**src/hdl/ppr_pkg.sv**
```systemverilog
package ppr_pkg;

	localparam int MagW   = 49;
	localparam int NormW  = 30;
	localparam int SqW    = 60;
	localparam int SumW   = 62;
	localparam int RootW  = 31;
	localparam int QuoW   = 15;
	localparam int RemW   = 47;
	localparam int DenW   = 32;
	localparam int CfgW   = 64;
	localparam int IdxW   = 3;

	typedef enum logic [IdxW-1:0] {
		REG_U_AXIS,
		REG_V_AXIS,
		REG_N_AXIS,
		REG_PLANE_CORNER,
		REG_PIXEL_SIZE,
		REG_NEAR_DISTANCE,
		REG_EYE_POINT
	} reg_idx_t;

	typedef struct packed {
		logic [47:0] u_axis;
		logic [47:0] v_axis;
		logic [47:0] n_axis;
		logic [63:0] plane_corner;
		logic [63:0] pixel_size;
		logic [30:0] near_distance;
	} cam_cfg_t;

	typedef struct packed {
		logic [2:0][NormW-1:0] mag;
		logic [2:0]            neg;
		logic                  zero;
	} norm_t;

	typedef struct packed {
		norm_t           nrm;
		logic [SumW-1:0] sum;
	} front_t;

	typedef struct packed {
		norm_t            nrm;
		logic [RootW-1:0] len;
	} root_t;

	typedef struct packed {
		logic [2:0][QuoW-1:0] quo;
		logic [2:0]           neg;
		logic                 zero;
	} quot_t;

endpackage

```
**src/hdl/ppr_isqrt.sv**
```systemverilog
module ppr_isqrt (
	input  logic             clk,
	input  logic             arst_n,
	input  logic             in_valid,
	output logic             in_ready,
	input  ppr_pkg::front_t  in_data,
	output logic             out_valid,
	input  logic             out_ready,
	output ppr_pkg::root_t   out_data
);

	localparam int NStg = ppr_pkg::RootW;
	localparam int W    = ppr_pkg::SumW;

	logic [NStg:1]   v;
	logic [NStg+1:1] rdy;

	logic [W-1:0]  rem_s [NStg+1];
	logic [W-1:0]  root_s [NStg+1];
	ppr_pkg::norm_t side_s [NStg+1];

	assign rem_s[0]  = in_data.sum;
	assign root_s[0] = '0;
	assign side_s[0] = in_data.nrm;

	assign rdy[NStg+1] = out_ready;
	for (genvar k = 1; k <= NStg; k++) begin : g_rdy
		assign rdy[k] = !v[k] || rdy[k+1];
	end
	assign in_ready  = rdy[1];
	assign out_valid = v[NStg];

	always_ff @(posedge clk or negedge arst_n) begin
		if (!arst_n) begin
			v <= '0;
		end else begin
			if (rdy[1]) v[1] <= in_valid;
			for (int k = 2; k <= NStg; k++) begin
				if (rdy[k]) v[k] <= v[k-1];
			end
		end
	end

	// one root bit per stage
	for (genvar k = 1; k <= NStg; k++) begin : g_stg
		localparam logic [W-1:0] Bit = W'(1) << (2 * (NStg - k));
		logic [W-1:0] trial;
		assign trial = root_s[k-1] + Bit;
		always_ff @(posedge clk) begin
			if (rdy[k]) begin
				side_s[k] <= side_s[k-1];
				if (rem_s[k-1] >= trial) begin
					rem_s[k]  <= rem_s[k-1] - trial;
					root_s[k] <= (root_s[k-1] >> 1) + Bit;
				end else begin
					rem_s[k]  <= rem_s[k-1];
					root_s[k] <= root_s[k-1] >> 1;
				end
			end
		end
	end

	assign out_data.nrm = side_s[NStg];
	assign out_data.len = root_s[NStg][ppr_pkg::RootW-1:0];

endmodule

```
**config.mk**
```make
export PLATFORM = sky130hd
export DESIGN_NAME = ppr_isqrt
export DESIGN_NICKNAME = d
export VERILOG_FILES = /design/src/hdl/ppr_pkg.sv /design/src/hdl/ppr_isqrt.sv
export SDC_FILE = /design/constraint.sdc
export NUM_CORES = 2
export LEC_CHECK = 0
export BUFFER_PORTS_ARGS = -buffer_cell sky130_fd_sc_hd__buf_4
export CORE_MARGIN = 5
export CORE_UTILIZATION = 50
export DETAILED_ROUTE_END_ITERATION = 12
export PLACE_DENSITY_LB_ADDON = 0.08
export SYNTH_ARGS = -nofsm -noshare
export SYNTH_HDL_FRONTEND = slang
export SYNTH_SLANG_ARGS = --single-unit
```
**constraint.sdc**
```tcl
create_clock -name clk -period 83 [get_ports clk]
set_input_delay 12.45 -clock clk [delete_from_list [all_inputs] [get_ports clk]]
set_output_delay 12.45 -clock clk [all_outputs]
set_load 0.03 [all_outputs]
```
Word level (Yosys, flattened, before mapping)

Index checks and enable logic that the tools add are counted.

Flip-flop bits (word level): 6696
Input bits: 160
Logic and storage cells: 520
Output and inout port bits: 127

Order comparisons: 31
Add/subtract/negate cells: 90
Muxes and demuxes: 61
Reduce and logical (&&, ||, !) cells: 62

Operator list:

| operator               | count |
|---|---|
| $ge 62x62->1           | 30 |
| $mux 62                | 30 |
| $mux 61                | 30 |
| $sub 62x62->62         | 29 |
| $add 61x11->62 const B | 1 |
| $add 61x13->62 const B | 1 |
| $add 61x15->62 const B | 1 |
| $add 61x17->62 const B | 1 |
| $add 61x19->62 const B | 1 |
| $add 61x21->62 const B | 1 |
| $add 61x23->62 const B | 1 |
| $add 61x25->62 const B | 1 |
| $add 61x27->62 const B | 1 |
| $add 61x29->62 const B | 1 |
| $add 61x3->62 const B  | 1 |
| $add 61x31->62 const B | 1 |
| $add 61x33->62 const B | 1 |
| $add 61x35->62 const B | 1 |
| $add 61x37->62 const B | 1 |
| $add 61x39->62 const B | 1 |
| $add 61x41->62 const B | 1 |
| $add 61x43->62 const B | 1 |
| $add 61x45->62 const B | 1 |
| $add 61x47->62 const B | 1 |
| 45 further kinds       | 105 |

Logic depth before layout (Yosys ltp)

Depth in word-level cells: 32
Mapped depth: 15

Least setup slack after synthesis

No wires, ideal clock.

Kind: input port to output port
From: input port out_ready
To: output port in_ready
Data arrival time: 36.722 ns
Setup slack: 33.828 ns
Data required time: 70.550 ns
Path buffers: 0
Stages on the path: 11
Path through: nand2b_1 -> nor2_1 -> inv_1 -> nor2_1 -> nand2_1 -> nor3_1 -> nand2_1 -> nor3_1 -> nand3_1 -> nor2_1 -> nand3_1

Cells in the longest elaborated chain, start to end: 31

RTL lines:

| element                        | RTL line        | text |
|---|---|---|
| from (decl)                    | ppr_isqrt.sv:8  | `input logic out_ready,` |
| $logic_or 1x1->1 (2 in a row)  | ppr_isqrt.sv:28 | `assign rdy[k] = !v[k] \|\| rdy[k+1];` |
| named net rdy (one bit)        | ppr_isqrt.sv:16 | `logic [NStg+1:1] rdy;` |
| $logic_or 1x1->1 (4 in a row)  | ppr_isqrt.sv:28 |  |
| named net rdy (one bit)        | ppr_isqrt.sv:16 |  |
| $logic_or 1x1->1 (13 in a row) | ppr_isqrt.sv:28 |  |
| named net rdy (one bit)        | ppr_isqrt.sv:16 |  |
| $logic_or 1x1->1 (9 in a row)  | ppr_isqrt.sv:28 |  |
| named net rdy (one bit)        | ppr_isqrt.sv:16 |  |
| $logic_or 1x1->1 (3 in a row)  | ppr_isqrt.sv:28 |  |
| to (decl)                      | ppr_isqrt.sv:5  | `output logic in_ready,` |

The timed path passes the listed nets, and every way through them passes these cells.

Worst setup path after layout

From: input port out_ready
To: output port in_ready

Cells in the longest elaborated chain, start to end: 31

RTL lines:

| element                        | RTL line |
|---|---|
| $logic_or 1x1->1               | ppr_isqrt.sv:28 |
| named net rdy (one bit)        | ppr_isqrt.sv:16 |
| $logic_or 1x1->1               | ppr_isqrt.sv:28 |
| named net rdy (one bit)        | ppr_isqrt.sv:16 |
| $logic_or 1x1->1 (4 in a row)  | ppr_isqrt.sv:28 |
| named net rdy (one bit)        | ppr_isqrt.sv:16 |
| $logic_or 1x1->1 (13 in a row) | ppr_isqrt.sv:28 |
| named net rdy (one bit)        | ppr_isqrt.sv:16 |
| $logic_or 1x1->1 (9 in a row)  | ppr_isqrt.sv:28 |
| named net rdy (one bit)        | ppr_isqrt.sv:16 |
| $logic_or 1x1->1 (3 in a row)  | ppr_isqrt.sv:28 |

The timed path passes the listed nets, and every way through them passes these cells.

==> results by group <==
Final layout
  – Nets: 13192
  – Fillcell total: 30269
  – Layout area overhead: 12.74%
  – Fin cells: 18203
  – Proportion of layout cells with a drive suffix above 1: 0.1022
  – Final core occ: 0.5663

Job
  – Max Cap Viol: 0

STA
  – Total Neg Setup Slack: 0 ns
  – Worst slew pin tran: 1.234 ns
  – Period utilization: 0.3696
  – RSZ-0062 raised after global routing: no
  – Fin worst setup slack: 52.32 ns
  – Setup Skew: around 0.040 ns
  – Final Hold Viols: 0
  – Slew HR: 0.1756
  – Min cycle time layout: 30.68 ns
  – Pins over their slew limit: 0
  – Fmax: between 30 and 40 MHz
  – Final-report setup violation count: 0

Synthesis
  – Avg Inst Size Synth: between 15 and 20 µm²
  – Adder-cell share of the synthesized area: 0.03274
  – Synth Area in Compound Gates: 0.04832
  – Post-Synth XOR/XNOR Area: 0.03553
  – Syn Nets: about 12000
  – Synth unique cells: 103
  – Combinational family with the most area after synthesis: simple AND/OR/NAND/NOR gates
  – Post-Synthesis Cells: approximately 12000
  – Seq/Total Area, Yosys: 0.7926
  – Mapped cell area: 200600 µm²
  – Synth Area in Simple Gates: 0.06730
  – EDFF count, synth: 5270
  – Async SR Flop Fraction: 0.005848
  – Top_reg_cell synth: edfxtp_1
  – Ys Warns: 0
  – FF+latch count, synth: 5301
  – Mux cell area share after synthesis: 0.004958

Pwr
  – IR drop worst, VDD: 22.29 µV
  – PwrDens: between 30 and 40 nW/µm²
  – Pleak: 86.01 nW

Clock tree
  – Clk slew on worst S/H paths: ~0.06 ns
  – Post-CTS sizing: 0
  – Hold-fix buffers at CTS: 0
  – Root buffer cell: clkbuf_16
  – TritonCTS Buffers: 543
  – H-tree depth: 6
  – CTS tree: built
  – Clk sinks: 5301
  – Post-CTS setup repair buffer count: 0
  – Clk buf depth: 4
  – Worst-skew pair later-pin latency: 1.04 ns

Drt
  – Routed vias/inst: 5.440
  – Total wire length: about 400 mm
  – WL/cell: 21.72 µm
  – Iteration-0 DRC Markers: 8606
  – DR DRC count: 0
  – Antenna-violating nets left: 0
  – Vias: approximately 99000
  – Total iterations of the first detailed-routing run: 6

Critical path
  – Arrival time at the worst endpoint: 18.23 ns
  – Kind of critical path: input port to output port
  – Worst Path Required: roughly 71 ns
  – Critical Path Fanout Max: 51
  – Crit. End Element: output port
  – Worst Setup Start Kind: input port

Floorplanning
  – Core ar.: 399400 µm²
  – Cell Rows: around 230
  – Die Wd: 643.5 µm
  – I/O pin count: 287
  – DIE AREA: 414000 µm²
  – Chip height: 643.5 µm
  – Initial Util: 0.5023

Global route
  – GRT Util Overall: 0.1886
  – Pin count of the biggest net entering global routing: 121
  – Vias in the first global route: 97757
  – Initial antenna violation count: 37
  – First-pass GRT wire length: 602.6 mm
  – Congestion Overflow GR: 0

Placed design
  – Placed Cells: 17227
  – IO buf count: 286
  – Worst slack, placed: about 52 ns
  – Gpl congestion: 0.9094
  – Hpwl dp: 289.6 mm

Run status
  – Status: finished, final reports clean

Worst hold path
  – Hold Path Class: flip-flop to flip-flop
## registers in the layout, summed over array words and instances (netlist names)
name      count
out_data    125
rem_s      1860
root_s      465
side_s     2820
v            31
## cells in the mapped netlist, drive strengths merged (16+ instances only)
master / n / area [µm²]
edfxtp: 5270 / 158300
inv: 660 / 2477
nor2: 587 / 2203
nand2: 583 / 2191
ha: 525 / 6569
a21oi: 508 / 2546
o21ai: 424 / 2126
xor2: 409 / 3582
xnor2: 405 / 3547
nor4: 324 / 2073
nor3: 238 / 1212
a21o: 178 / 1336
nand3: 147 / 740.7
nand4: 139 / 875.8
nand2b: 134 / 840.8
clkbuf: 120 / 450.4
buf: 106 / 788.2
or3: 81 / 513.0
o21a: 76 / 570.6
mux2: 72 / 844.6
nor2b: 71 / 444.2
or4: 59 / 461.7
o21bai: 52 / 390.4
o31ai: 49 / 367.9
a211oi: 46 / 350.3
or2: 46 / 290.3
nor4b: 45 / 394.1
and3: 37 / 231.5
o211ai: 36 / 280.3
a31oi: 31 / 193.9
dfrtp: 31 / 775.7
and2: 27 / 168.9
nand3b: 26 / 195.2
a21boi: 21 / 157.6
nand4b: 19 / 166.4
and4: 16 / 140.1
## routing by layer
metal,wire [µm],part of all wire,global-route usage
met1,181200,0.46,0.2828
met4,11440,0.029,0.05293
met3,26460,0.067,0.03286
met2,176200,0.45,0.2863
met5,21,0.000053,0
## cell usage in the layout, fill, tap and decap left out, types with 33 or more instances in the layout
cell,count
xor2_1,409
nand2b_1,132
nor3_1,234
nor2b_1,71
ha_1,525
or3_1,79
or2_2,41
inv_1,647
mux2_2,63
nor4_1,318
nor4b_1,45
nor2_1,586
o31ai_1,49
a21o_1,178
nand4_1,138
a21oi_1,507
clkinv_2,77
edfxtp_1,5270
inv_6,35
o211ai_1,34
nand3_1,141
a211oi_1,45
clkbuf_16,551
or4_1,54
clkbuf_1,119
bufinv_16,33
and3_1,37
clkinv_1,113
o21ai_0,419
o21a_1,75
nand2_1,571
o21bai_1,52
buf_4,380
xnor2_1,405
## cells by family (layout without fill, tap and decap cells)
logic type,count (synthesis),in the layout
AND/OR/NAND/NOR,2619,2619
AO/OA/AOI/OAI,1571,1571
multiplexers,87,87
buffers and inverters,887,2013
adder cells (fa/ha/maj),525,525
other,0,8
XOR/XNOR,814,814
flip-flops,5301,5301
## stage by stage
step           total power (W)  cell area [µm²]  hold slack [ns]
3_5_place_dp          0.004742           209200           0.4045
5_1_grt               0.007337           226200           0.3924
3_3_place_gp          0.004713           209200           0.4003
2_1_floorplan         0.004381           200600           0.4003
4_1_cts               0.007076           226200           0.3763
6_report              0.007009           226200           0.3896
## worst max-delay path, cell delays in order
cell and delay, ns:
buf_4 0.11, nand2b_4 0.13, nor2_1 0.48, inv_6 0.25, nor2_1 0.52, nand2_4 0.35
nor3_1 0.80, nand2_4 0.44, nor3_2 0.96, nand3_4 0.09, buf_4 0.36, nor2_1 0.64
nand3_4 0.32, buf_4 0.27
## path summary, 6_finish.rpt
check | slack [ns] | start | to | cells past startpoint
setup / recovery | 52.32 | out_ready | in_ready | 14
hold reg to reg | 0.39 | side_s[982] | side_s[888] | 0
min in group asynchronous | 11.42 | arst_n | v[3] | 1
hold / removal | 0.39 | side_s[982] | side_s[888] | 0
max in group asynchronous | 71.07 | arst_n | v[16] | 1
setup reg to reg | 75.76 | v[31] | side_s[2748] | 13
## where the power goes
part | total (W) | internal, W | switching (W) | leakage (nW)
Combinational | 0.000950 | 0.000395 | 0.000555 | 23.1
Sequential | 0.00375 | 0.00346 | 0.000297 | 54.6
Clock | 0.00231 | 0.00133 | 0.000975 | 8.27
Total | 0.00701 | 0.00518 | 0.00183 | 86.0
## area by class of cell
class                   instances  area (µm²)  area share
diodes                          8       20.02  0.00008850
clock buffers                 672       14260     0.06305
clock inverters               296        2750     0.01216
inverters                     661        2536     0.01121
multi-input cells            5616       38080      0.1684
flip-flops and latches       5301      159000      0.7030
well taps                    5265        6588     0.02912
repair buffers                384        2933     0.01297
(Power assumes the default switching activity.)
